## config.mk

```make
export PLATFORM = sky130hd
export DESIGN_NAME = frame_deframer_crc16_check_flat
export DESIGN_NICKNAME = d
export VERILOG_FILES = /design/src/sv/fdc_pkg.sv /design/src/sv/fdc_ifs.sv /design/src/sv/frame_deframer_crc16_check.sv /design/src/sv/fdc_parser.sv /design/src/flat_wrapper.sv
export SDC_FILE = /design/constraint.sdc
export NUM_CORES = 1
export LEC_CHECK = 0
export BUFFER_PORTS_ARGS = -buffer_cell sky130_fd_sc_hd__buf_2
export CAP_MARGIN = 20
export CELL_PAD_IN_SITES_DETAIL_PLACEMENT = 1
export CELL_PAD_IN_SITES_GLOBAL_PLACEMENT = 2
export CORE_ASPECT_RATIO = 2
export CORE_MARGIN = 4
export CORE_UTILIZATION = 40
export CTS_BUF_LIST = sky130_fd_sc_hd__clkbuf_2
export CTS_CLUSTER_SIZE = 25
export DETAILED_ROUTE_END_ITERATION = 6
export PLACE_DENSITY_LB_ADDON = 0.15
export RECOVER_POWER = 100
export SYNTH_ARGS = -nofsm -noshare
export SYNTH_HDL_FRONTEND = slang
export SYNTH_HIERARCHICAL = 1
export SYNTH_SLANG_ARGS = --single-unit
```

## constraint.sdc

```tcl
create_clock -name clk -period 4.56 [get_ports clk]
set_input_delay 0 -clock clk [delete_from_list [all_inputs] [get_ports clk]]
set_output_delay 0 -clock clk [all_outputs]
set_load 0.005 [all_outputs]
```

## src/sv/fdc_pkg.sv

```systemverilog
package fdc_pkg;

    localparam logic [15:0] CRC_POLY = 16'h1021;
    localparam logic [15:0] CRC_INIT = 16'hFFFF;
    localparam int          HEADER_SLACK = 8;

    typedef enum logic [3:0] {
        PH_HUNT,
        PH_CMD,
        PH_SEQ_H,
        PH_SEQ_L,
        PH_LEN_H,
        PH_LEN_L,
        PH_DATA,
        PH_CRC_H,
        PH_CRC_L
    } phase_t;

    typedef enum logic [1:0] {
        KIND_PAYLOAD = 2'd0,
        KIND_GOOD    = 2'd1,
        KIND_CRC_ERR = 2'd2
    } kind_t;

    typedef struct packed {
        logic [1:0]  result_kind;
        logic [7:0]  frame_command;
        logic [15:0] frame_sequence;
        logic [8:0]  payload_length;
        logic [7:0]  payload_byte;
        logic [8:0]  payload_index;
    } result_t;

    // crc16-ccitt, msb first, one byte
    function automatic logic [15:0] crc_add_byte(input logic [15:0] crc, input logic [7:0] b);
        logic [15:0] c;
        c = crc ^ {b, 8'h00};
        for (int k = 0; k < 8; k++)
        begin
            if (c[15])
            begin
                c = {c[14:0], 1'b0} ^ CRC_POLY;
            end
            else
            begin
                c = {c[14:0], 1'b0};
            end
        end
        return c;
    endfunction

endpackage

```

## src/sv/fdc_ifs.sv

```systemverilog
interface fdc_byte_if;
    logic       valid;
    logic       ready;
    logic [7:0] rx_byte;

    modport source (output valid, output rx_byte, input ready);
    modport sink (input valid, input rx_byte, output ready);
endinterface

interface fdc_cfg_if;
    logic       valid;
    logic       ready;
    logic [7:0] start_byte;

    modport source (output valid, output start_byte, input ready);
    modport sink (input valid, input start_byte, output ready);
endinterface

interface fdc_result_if;
    logic        valid;
    logic        ready;
    logic [1:0]  result_kind;
    logic [7:0]  frame_command;
    logic [15:0] frame_sequence;
    logic [8:0]  payload_length;
    logic [7:0]  payload_byte;
    logic [8:0]  payload_index;

    modport source (output valid, output result_kind, output frame_command,
                    output frame_sequence, output payload_length, output payload_byte,
                    output payload_index, input ready);
    modport sink (input valid, input result_kind, input frame_command,
                  input frame_sequence, input payload_length, input payload_byte,
                  input payload_index, output ready);
endinterface

```

## src/sv/frame_deframer_crc16_check.sv

```systemverilog
// Frame deframer with CRC16-CCITT check. Takes one received byte per transfer on rx,
// hunts for the start byte (cfg, reset 0xAA), parses command, big-endian sequence and
// length, forwards each payload byte with its index on result, and ends each frame with
// a good or crc-error result. Lengths of RX_BUFFER_BYTES-8 or more drop back to hunting.
// Throughput is one byte per clock cycle: the parser and byte-wide crc update run in
// the cycle the byte is accepted, and the result register is refilled in the same cycle
// it is drained, so rx stalls only while an unread result sits in that register.
module frame_deframer_crc16_check
    import fdc_pkg::*;
#(
    parameter int RX_BUFFER_BYTES = 512
)
(
    input  logic         clk,
    input  logic         rst_n,
    fdc_cfg_if.sink      cfg,
    fdc_byte_if.sink     rx,
    fdc_result_if.source result
);

    logic [7:0] start_value_reg;
    logic       out_valid_reg, out_valid_next;
    result_t    out_data_reg, out_data_next;
    logic       in_fire;
    logic       res_valid;
    result_t    res;

    assign cfg.ready = 1'b1;
    assign rx.ready  = !out_valid_reg || result.ready;
    assign in_fire   = rx.valid && rx.ready;

    fdc_parser #(
        .RX_BUFFER_BYTES (RX_BUFFER_BYTES)
    ) u_parser (
        .clk        (clk),
        .rst_n      (rst_n),
        .start_byte (start_value_reg),
        .in_fire    (in_fire),
        .in_byte    (rx.rx_byte),
        .res_valid  (res_valid),
        .res        (res)
    );

    always_comb
    begin
        out_valid_next = out_valid_reg;
        out_data_next  = out_data_reg;
        if (in_fire)
        begin
            out_valid_next = res_valid;
            out_data_next  = res;
        end
        else if (result.ready)
        begin
            out_valid_next = 1'b0;
        end
    end

    always_ff @(posedge clk or negedge rst_n)
    begin
        if (!rst_n)
        begin
            start_value_reg <= 8'd170;
            out_valid_reg   <= 1'b0;
        end
        else
        begin
            if (cfg.valid)
            begin
                start_value_reg <= cfg.start_byte;
            end
            out_valid_reg <= out_valid_next;
        end
    end

    always_ff @(posedge clk)
    begin
        out_data_reg <= out_data_next;
    end

    assign result.valid          = out_valid_reg;
    assign result.result_kind    = out_data_reg.result_kind;
    assign result.frame_command  = out_data_reg.frame_command;
    assign result.frame_sequence = out_data_reg.frame_sequence;
    assign result.payload_length = out_data_reg.payload_length;
    assign result.payload_byte   = out_data_reg.payload_byte;
    assign result.payload_index  = out_data_reg.payload_index;

endmodule

```

## src/sv/fdc_parser.sv

```systemverilog
module fdc_parser
    import fdc_pkg::*;
#(
    parameter int RX_BUFFER_BYTES = 512
)
(
    input  logic       clk,
    input  logic       rst_n,
    input  logic [7:0] start_byte,
    input  logic       in_fire,
    input  logic [7:0] in_byte,
    output logic       res_valid,
    output result_t    res
);

    localparam int          CNT_W     = $clog2(RX_BUFFER_BYTES);
    localparam logic [16:0] LEN_LIMIT = 17'(RX_BUFFER_BYTES - HEADER_SLACK);

    phase_t            phase_reg, phase_next;
    logic [7:0]        command_reg, command_next;
    logic [15:0]       sequence_reg, sequence_next;
    logic [15:0]       length_reg, length_next;
    logic [CNT_W-1:0]  count_reg, count_next;
    logic [15:0]       crc_reg, crc_next;
    logic [7:0]        crc_high_reg, crc_high_next;

    logic [15:0]       crc_upd;
    logic [CNT_W:0]    count_inc;
    logic [16:0]       full_length;
    logic [CNT_W+8:0]  count_ext;

    assign crc_upd     = crc_add_byte(crc_reg, in_byte);
    assign count_inc   = {1'b0, count_reg} + {{CNT_W{1'b0}}, 1'b1};
    assign full_length = {length_reg[15:8], in_byte} == 16'd0 ? 17'd0
                       : {1'b0, length_reg[15:8], in_byte};
    assign count_ext   = {9'd0, count_reg};

    // next phase
    always_comb
    begin
        phase_next = phase_reg;
        if (in_fire)
        begin
            case (phase_reg)
                PH_HUNT:
                begin
                    if (in_byte == start_byte)
                    begin
                        phase_next = PH_CMD;
                    end
                end
                PH_CMD:   phase_next = PH_SEQ_H;
                PH_SEQ_H: phase_next = PH_SEQ_L;
                PH_SEQ_L: phase_next = PH_LEN_H;
                PH_LEN_H: phase_next = PH_LEN_L;
                PH_LEN_L:
                begin
                    if (full_length == 17'd0)
                    begin
                        phase_next = PH_CRC_H;
                    end
                    else if (full_length >= LEN_LIMIT)
                    begin
                        phase_next = PH_HUNT;
                    end
                    else
                    begin
                        phase_next = PH_DATA;
                    end
                end
                PH_DATA:
                begin
                    if (17'(count_inc) >= {1'b0, length_reg})
                    begin
                        phase_next = PH_CRC_H;
                    end
                end
                PH_CRC_H: phase_next = PH_CRC_L;
                PH_CRC_L: phase_next = PH_HUNT;
                default:  phase_next = PH_HUNT;
            endcase
        end
    end

    // held fields, crc and results
    always_comb
    begin
        command_next  = command_reg;
        sequence_next = sequence_reg;
        length_next   = length_reg;
        count_next    = count_reg;
        crc_next      = crc_reg;
        crc_high_next = crc_high_reg;
        res_valid     = 1'b0;
        res.result_kind    = KIND_PAYLOAD;
        res.frame_command  = command_reg;
        res.frame_sequence = sequence_reg;
        res.payload_length = length_reg[8:0];
        res.payload_byte   = 8'd0;
        res.payload_index  = 9'd0;
        if (in_fire)
        begin
            case (phase_reg)
                PH_HUNT:
                begin
                    if (in_byte == start_byte)
                    begin
                        crc_next   = CRC_INIT;
                        count_next = '0;
                    end
                end
                PH_CMD:
                begin
                    command_next = in_byte;
                    crc_next     = crc_upd;
                end
                PH_SEQ_H:
                begin
                    sequence_next = {in_byte, 8'd0};
                    crc_next      = crc_upd;
                end
                PH_SEQ_L:
                begin
                    sequence_next = {sequence_reg[15:8], in_byte};
                    crc_next      = crc_upd;
                end
                PH_LEN_H:
                begin
                    length_next = {in_byte, 8'd0};
                    crc_next    = crc_upd;
                end
                PH_LEN_L:
                begin
                    length_next = {length_reg[15:8], in_byte};
                    crc_next    = crc_upd;
                    count_next  = '0;
                end
                PH_DATA:
                begin
                    crc_next          = crc_upd;
                    count_next        = count_inc[CNT_W-1:0];
                    res_valid         = 1'b1;
                    res.payload_byte  = in_byte;
                    res.payload_index = count_ext[8:0];
                end
                PH_CRC_H:
                begin
                    crc_high_next = in_byte;
                end
                PH_CRC_L:
                begin
                    res_valid       = 1'b1;
                    res.result_kind = ({crc_high_reg, in_byte} == crc_reg) ? KIND_GOOD
                                                                          : KIND_CRC_ERR;
                end
                default:
                begin
                end
            endcase
        end
    end

    always_ff @(posedge clk or negedge rst_n)
    begin
        if (!rst_n)
        begin
            phase_reg    <= PH_HUNT;
            command_reg  <= '0;
            sequence_reg <= '0;
            length_reg   <= '0;
            count_reg    <= '0;
            crc_reg      <= CRC_INIT;
            crc_high_reg <= '0;
        end
        else
        begin
            phase_reg    <= phase_next;
            command_reg  <= command_next;
            sequence_reg <= sequence_next;
            length_reg   <= length_next;
            count_reg    <= count_next;
            crc_reg      <= crc_next;
            crc_high_reg <= crc_high_next;
        end
    end

endmodule

```

## src/flat_wrapper.sv

```systemverilog
// flat-port wrapper written by rule: the top's interface ports become plain ports
module frame_deframer_crc16_check_flat import fdc_pkg::*;
#(
    parameter int RX_BUFFER_BYTES = 512
)
  (clk, rst_n, cfg_valid, cfg_start_byte, cfg_ready, rx_valid, rx_rx_byte, rx_ready, result_valid, result_result_kind, result_frame_command, result_frame_sequence, result_payload_length, result_payload_byte, result_payload_index, result_ready);
  fdc_cfg_if cfg_i ();
  fdc_byte_if rx_i ();
  fdc_result_if result_i ();
  input  logic clk;
  input  logic rst_n;
  input wire logic [$bits(cfg_i.valid)-1:0] cfg_valid;
  input wire logic [$bits(cfg_i.start_byte)-1:0] cfg_start_byte;
  output wire logic [$bits(cfg_i.ready)-1:0] cfg_ready;
  input wire logic [$bits(rx_i.valid)-1:0] rx_valid;
  input wire logic [$bits(rx_i.rx_byte)-1:0] rx_rx_byte;
  output wire logic [$bits(rx_i.ready)-1:0] rx_ready;
  output wire logic [$bits(result_i.valid)-1:0] result_valid;
  output wire logic [$bits(result_i.result_kind)-1:0] result_result_kind;
  output wire logic [$bits(result_i.frame_command)-1:0] result_frame_command;
  output wire logic [$bits(result_i.frame_sequence)-1:0] result_frame_sequence;
  output wire logic [$bits(result_i.payload_length)-1:0] result_payload_length;
  output wire logic [$bits(result_i.payload_byte)-1:0] result_payload_byte;
  output wire logic [$bits(result_i.payload_index)-1:0] result_payload_index;
  input wire logic [$bits(result_i.ready)-1:0] result_ready;
  assign cfg_i.valid = cfg_valid;
  assign cfg_i.start_byte = cfg_start_byte;
  assign cfg_ready = cfg_i.ready;
  assign rx_i.valid = rx_valid;
  assign rx_i.rx_byte = rx_rx_byte;
  assign rx_ready = rx_i.ready;
  assign result_valid = result_i.valid;
  assign result_result_kind = result_i.result_kind;
  assign result_frame_command = result_i.frame_command;
  assign result_frame_sequence = result_i.frame_sequence;
  assign result_payload_length = result_i.payload_length;
  assign result_payload_byte = result_i.payload_byte;
  assign result_payload_index = result_i.payload_index;
  assign result_i.ready = result_ready;
  frame_deframer_crc16_check #(.RX_BUFFER_BYTES(RX_BUFFER_BYTES)) u_core (.clk(clk), .rst_n(rst_n), .cfg(cfg_i), .rx(rx_i), .result(result_i));
endmodule
```

======== Yosys cells after proc, flatten, opt, wreduce, memory -nomap -nowiden ========
Cells that the tools add are included.
operators by class
  multipliers ............................. 0
  shift-type cells ........................ 0
  divide/modulo/power cells ............... 0
  muxes and demuxes ....................... 24
  bitwise logic cells ..................... 11
  reduce and logical (&&, ||, !) cells .... 22
  order comparisons ....................... 2
  add/subtract/negate cells ............... 1
  equal/unequal tests ..................... 12
operator list
  cell                    count
  $mux W13                8
  $pmux W16 S2            3
  $mux W16                2
  $pmux W4 S8             1
  $pmux W9 S3             1
  $not A3 Y3              8
  $logic_not A17 Y1       1
  $eq A16 B16 Y1          1
  $eq A4 B3 Y1 const B    4
  $ge A10 B16 Y1          1
  $ge A16 B9 Y1 const B   1
  $logic_not A16 Y1       1
  $xor A16 B16 Y16        1
  $reduce_and A3 Y1       5
  $add A9 B1 Y10 const B  1
  $mux W9                 1
  $eq A4 B2 Y1 const B    2
  $eq A8 B8 Y1            1
  $mux W4                 2
  $reduce_and A2 Y1       4
  $reduce_bool A2 Y1      4
  $mux W3                 2
  $reduce_or A6 Y1        1
  $eq A4 B1 Y1 const B    1
  11 further kinds        15
storage, ports and cells
  memories kept ........................... 0
  word-level logic and storage cells ...... 89
  flip-flop bits (word level) ............. 138
  RAM bits ................................ 0
  bits in read-only memories .............. 0
  bits in latches ......................... 0

======== Logic depth before layout (Yosys ltp) ========
  depth after elaboration ................. 18
  gate-level depth with buffers ........... 11

======== Hierarchy ========
The synthesis kept the hierarchy.
by module, submodules not included
  module                      cells an instance  area an instance (um^2)  seq. area each (um^2)  instances
  fdc_parser                  396                4219.0                   1946.9                 1
  frame_deframer_crc16_check  76                 1954.4                   1791.7                 1

======== Worst setup path before layout ========
OpenSTA, ideal clock, no wires.
  path kind ............................... reg-to-reg
  start point ............................. register u_core.out_valid_reg, in the netlist u_core/result.valid
  end point ............................... register u_core.u_parser.sequence_reg[10]
  stages on the path, launching flop included .. 7
  setup slack ............................. 1.146 ns
  data arrival time ....................... 3.290 ns
  path through ............................ dfrtp_1 > nand2b_1 > and2_1 > nor2b_1 > nand3b_1 > nor2_1 > mux2_2
on the way
  word-level cells in the longest chain between the ends .. 4
RTL lines
  element                      line                              text
  start, declared              frame_deframer_crc16_check.sv:22  logic out_valid_reg, out_valid_next;
  start signal, assigned       frame_deframer_crc16_check.sv:72  out_valid_reg <= out_valid_next;
  $logic_not A1 Y1             frame_deframer_crc16_check.sv:29  assign rx.ready = !out_valid_reg || result.ready;
  $logic_or A1 B1 Y1           frame_deframer_crc16_check.sv:29
  via rx_ready                 flat_wrapper.sv:17                output wire logic [$bits(rx_i.ready)-1:0] rx_ready;
  $logic_and A1 B1 Y1          frame_deframer_crc16_check.sv:30  assign in_fire = rx.valid && rx.ready;
  via u_core.in_fire           frame_deframer_crc16_check.sv:24  logic in_fire;
  $reduce_and A3 Y1 (no line)  n/a
  end signal, assigned         fdc_parser.sv:179                 sequence_reg <= sequence_next;
  end, declared                fdc_parser.sv:21                  logic [15:0] sequence_reg, sequence_next;
The timed path passes the listed nets, and every way through them passes these cells.
A chain may end at the register's enable or synchronous reset.

======== Worst setup path in the final report ========
  start point ............................. register u_core.u_parser.count_reg[0]
  end point ............................... register u_core.u_parser.phase_reg[0]
on the way
  word-level cells in the longest chain between the ends .. 4
RTL lines
  element                      line               text
  start, declared              fdc_parser.sv:23   logic [CNT_W-1:0] count_reg, count_next;
  start signal, assigned       fdc_parser.sv:181  count_reg <= count_next;
  $add A9 B1 Y10               fdc_parser.sv:33   assign count_inc = {1'b0, count_reg} + {{CNT_W{1'b0}}, 1'b1};
  $ge A10 B16 Y1               fdc_parser.sv:73   if (17'(count_inc) >= {1'b0, length_reg})
  $ne A2 B2 Y1 (no line)       n/a
  $reduce_and A3 Y1 (no line)  n/a
  end signal, assigned         fdc_parser.sv:177  phase_reg <= phase_next;
  end, declared                fdc_parser.sv:19   phase_t phase_reg, phase_next;
No other way between the ends.

==> summary.txt <==
Drt
  – Post-Route WL: 15500 um
  – Drt via density: 5.13
  – Count of TritonRoute iterations in the first routing pass: 4
  – Drt wl/cell: 19.7 um
  – Antenna viol nets, final: 0
  – # DRC: 0
  – DR iter-0 viols: 182
  – Via count: 4036

Setup path
  – Arrival @ worst endpoint: 4.10 ns
  – Startpoint Class: register
  – Worst Reg-to-Reg Cells: 11
  – Register-to-register setup slack: 1.05 ns
  – Crit. End Element: register
  – Worst r2r dst: u_core/u_parser/phase_reg[0]
  – Critical Path RT: 5.15 ns
  – RR Startpoint: u_core/u_parser/count_reg[0]
  – Peak fanout along the critical path: 7
  – CP Class: register to register

CTS
  – Clock Pin Slew Worst Setup and Hold Paths: 0.20 ns
  – Clk root buf: clkbuf_2
  – Worst-Skew Late Latency: 0.69 ns
  – Total CTS buffers: 17
  – Clock Sinks: 138
  – CTS hold repair buffers: 37
  – Post-CTS Setup Inserts: 0
  – CTS tree: yes
  – Post-CTS Resized: 0
  – H-tree levels: 4
  – Clock Path Buffers: 2

Synthesis
  – EDFF count, synth: 52
  – Top_reg_cell synth: dfrtp_1
  – Sequential element share of the synthesized area: 0.606
  – Largest area contributor in the netlist: dfrtp_1
  – Synth Register Bits: 138
  – Synth Instances: 472
  – Yosys top cell area share: 0.268
  – Cell Area, Synth: 0.00617 mm^2
  – Syn_area_per_cell: 13.1 um^2
  – Library cells used by synthesis: 50
  – Syn_nets: 504
  – Area contributors post-synth: dfrtp_1, edfxtp_1, dfstp_2
  – Yosys warning count: 6
  – Async S/R FF share, synth: 0.623

Power and ir drop
  – Switching Share: 0.339
  – Clock share of power: 0.195
  – Worst VDD drop: 302 uV
  – Power per standard cell area: 584 mW/mm^2
  – Switch Pwr: 1.43 mW
  – Flop pwr share: 0.495
  – Int Pwr: 2.78 mW
  – Power, Total: 4.21 mW
  – LEAKAGE: 3.03 nW
  – Comb pwr share: 0.310

Outcome
  – Status: complete, but fails checks
  – Failing checks: max-capacitance violations, max-slew violations

Timing
  – RSZ-0062 raised after global routing: no
  – Final Setup Violations: 0
  – Fin Setup TNS: 0 ns
  – Max Freq: 0.285 GHz
  – Worst-Margin Slew: 1.61 ns
  – Setup slack after layout: 1.05 ns
  – Slew headroom: -0.0733
  – Final worst path period share: 0.771
  – Layout Skew: 0.0232 ns
  – Final Max Tran Viols: 18
  – Final hold violation count: 0
  – Period minus WS final: 3.51 ns

Floorplanning
  – Die area: 0.0176 mm^2
  – Core area: 0.0152 mm^2
  – Die Width: 95.8 um
  – Die height: 184 um
  – I/O pin cnt: 76
  – Initial Utilization: 0.406
  – Num rows: 64

Placed design
  – Port bufs: 74
  – HPWL Detailed: 10700 um
  – Placed Area: 0.00666 mm^2
  – Placement Setup Slack: 1.43 ns
  – RePlAce Congestion: 0.809

Layout
  – Fin nets: 607
  – Final Cell Area: 0.00722 mm^2
  – FILL cells: 1620
  – Share of layout cells above drive strength 1: 0.218
  – P&R area growth vs syn: 16.9%
  – Fin util: 0.474

Min path
  – Hold Path Stages: 4
  – Hold wc startpoint: result_ready
  – HP Class: input port to register
  – Hold endpoint: u_core/result.valid

Global route
  – First-pass GRT wire length: 24700 um
  – Total grt overflow: 0
  – Initial antenna violation count: 1
  – Largest net degree at the start of global routing: 65
  – All-Layer GR Usage: 0.192
  – Vias in the first global route: 4542

Job
  – Max-cap violations: 2
logic make-up after synthesis:
kind of cell,share of synthesized area
DFF,0.606
buffers and inverters,0.0361
AOI/OAI and AO/OA,0.0839
muxes,0.0760
and+or+nand+nor,0.0975
xor gates and xnor gates,0.0780
adders and majority gates,0.0223
other,0.000607
stage by stage:
stage	cells	hold WS (ns)
floorplan	472	-0.296
global placement	716	-0.0754
detailed placement	716	-0.0723
CTS	785	0.0493
global route	787	0.0894
finish	787	0.156
Yosys cell counts (2+ instances only):
master      n
xnor2_1    22
o31ai_1     4
buf_4      10
nand3b_1    2
clkbuf_1   18
and2_1     19
edfxtp_1   52
nand4_1     2
inv_1      15
nand3_1     9
o21ai_0    15
ha_1       11
a2bb2oi_1  16
nor3_1      4
nor2_1     15
nor2b_1     5
a211o_1     2
o21ai_1     3
dfstp_2    20
mux2_4      8
nor4_1      8
a211oi_1    2
dfrtp_1    66
and3_1      4
nand2_1    34
a22o_1     13
nand4b_1    3
xor2_1     33
a21oi_1     7
mux2_2     30
cell type report:
type / instances / area (um^2) / share of cell area
timing repair buffer: 115 / 723 / 0.100
sequential: 138 / 3740 / 0.518
multi-input combinational: 287 / 2170 / 0.300
inverter: 16 / 60.1 / 0.00832
clock buffer: 17 / 85.1 / 0.0118
antenna: 1 / 2.50 / 0.000347
tap: 198 / 248 / 0.0343
clock inverter: 15 / 194 / 0.0269
power by group through the flow:
| stage | registers, mW | clock network (mW) | logic (mW) |
|---|---|---|---|
| after floorplan | 2.01 | 0 | 1.01 |
| after global placement | 2.10 | 0 | 1.29 |
| after detailed placement | 2.12 | 0 | 1.32 |
| after CTS | 2.10 | 0.860 | 1.36 |
| after global routing | 2.14 | 0.908 | 1.45 |
| final | 2.09 | 0.823 | 1.30 |
layer usage:
metal  vias to the layer above  global-route usage  share of wire
met4                         0              0.0696          0.017
met3                        14              0.0393          0.026
met5                         -                   0              0
met2                        70               0.376           0.60
li1                       1864                   -              -
met1                      2088               0.190           0.35
worst max-delay path: stages (launching register included):
cell	delay [ns]
dfrtp_1	0.48
ha_1	0.27
and3_1	0.22
and3_1	0.25
nand3_1	0.12
xnor2_1	0.16
ha_1	0.28
o21ai_0	0.07
a2111oi_0	0.70
o211ai_2	0.21
a211o_1	0.37
mux2_1	0.31
layout by cell type (no fill, tap or decap), types with 3 or more instances in the layout:
cell	netlist	routed
xnor2_1	22	22
a22o_1	13	13
inv_4	0	4
nor2_1	15	15
nor2b_1	5	5
nand2_1	34	34
clkbuf_1	18	33
mux2_1	1	7
nor4_1	8	8
a21oi_1	7	7
nand4b_1	3	3
nand3_1	9	9
dfstp_2	20	16
and3_1	4	4
o21ai_0	15	17
nor3_1	4	5
inv_1	15	16
mux2_4	8	4
o31ai_1	4	4
clkbuf_2	0	17
dfrtp_1	66	66
dfstp_1	0	4
buf_2	1	42
bufinv_16	0	4
a2bb2oi_1	16	16
and2_0	0	11
dlygate4sd3_1	0	37
edfxtp_1	52	52
mux2_2	30	28
and2_1	19	7
ha_1	11	11
xor2_1	33	33
how the worst max path moves through the flow:
stage	from	endpoint	slack, ns	depth (start not counted)
final	u_core/u_parser/count_reg[0]	u_core/u_parser/phase_reg[0]	1.05	11
after global routing	u_core/u_parser/count_reg[1]	u_core/u_parser/phase_reg[0]	0.84	11
after CTS	u_core/u_parser/count_reg[0]	u_core/u_parser/phase_reg[0]	1.39	11
after detailed placement	u_core/u_parser/count_reg[0]	u_core/u_parser/phase_reg[0]	1.43	11
after global placement	u_core/u_parser/count_reg[0]	u_core/u_parser/phase_reg[0]	1.54	11
after floorplan	u_core/result.valid	u_core/u_parser/sequence_reg[10]	1.15	6
Power figures use the tool's default switching activity.
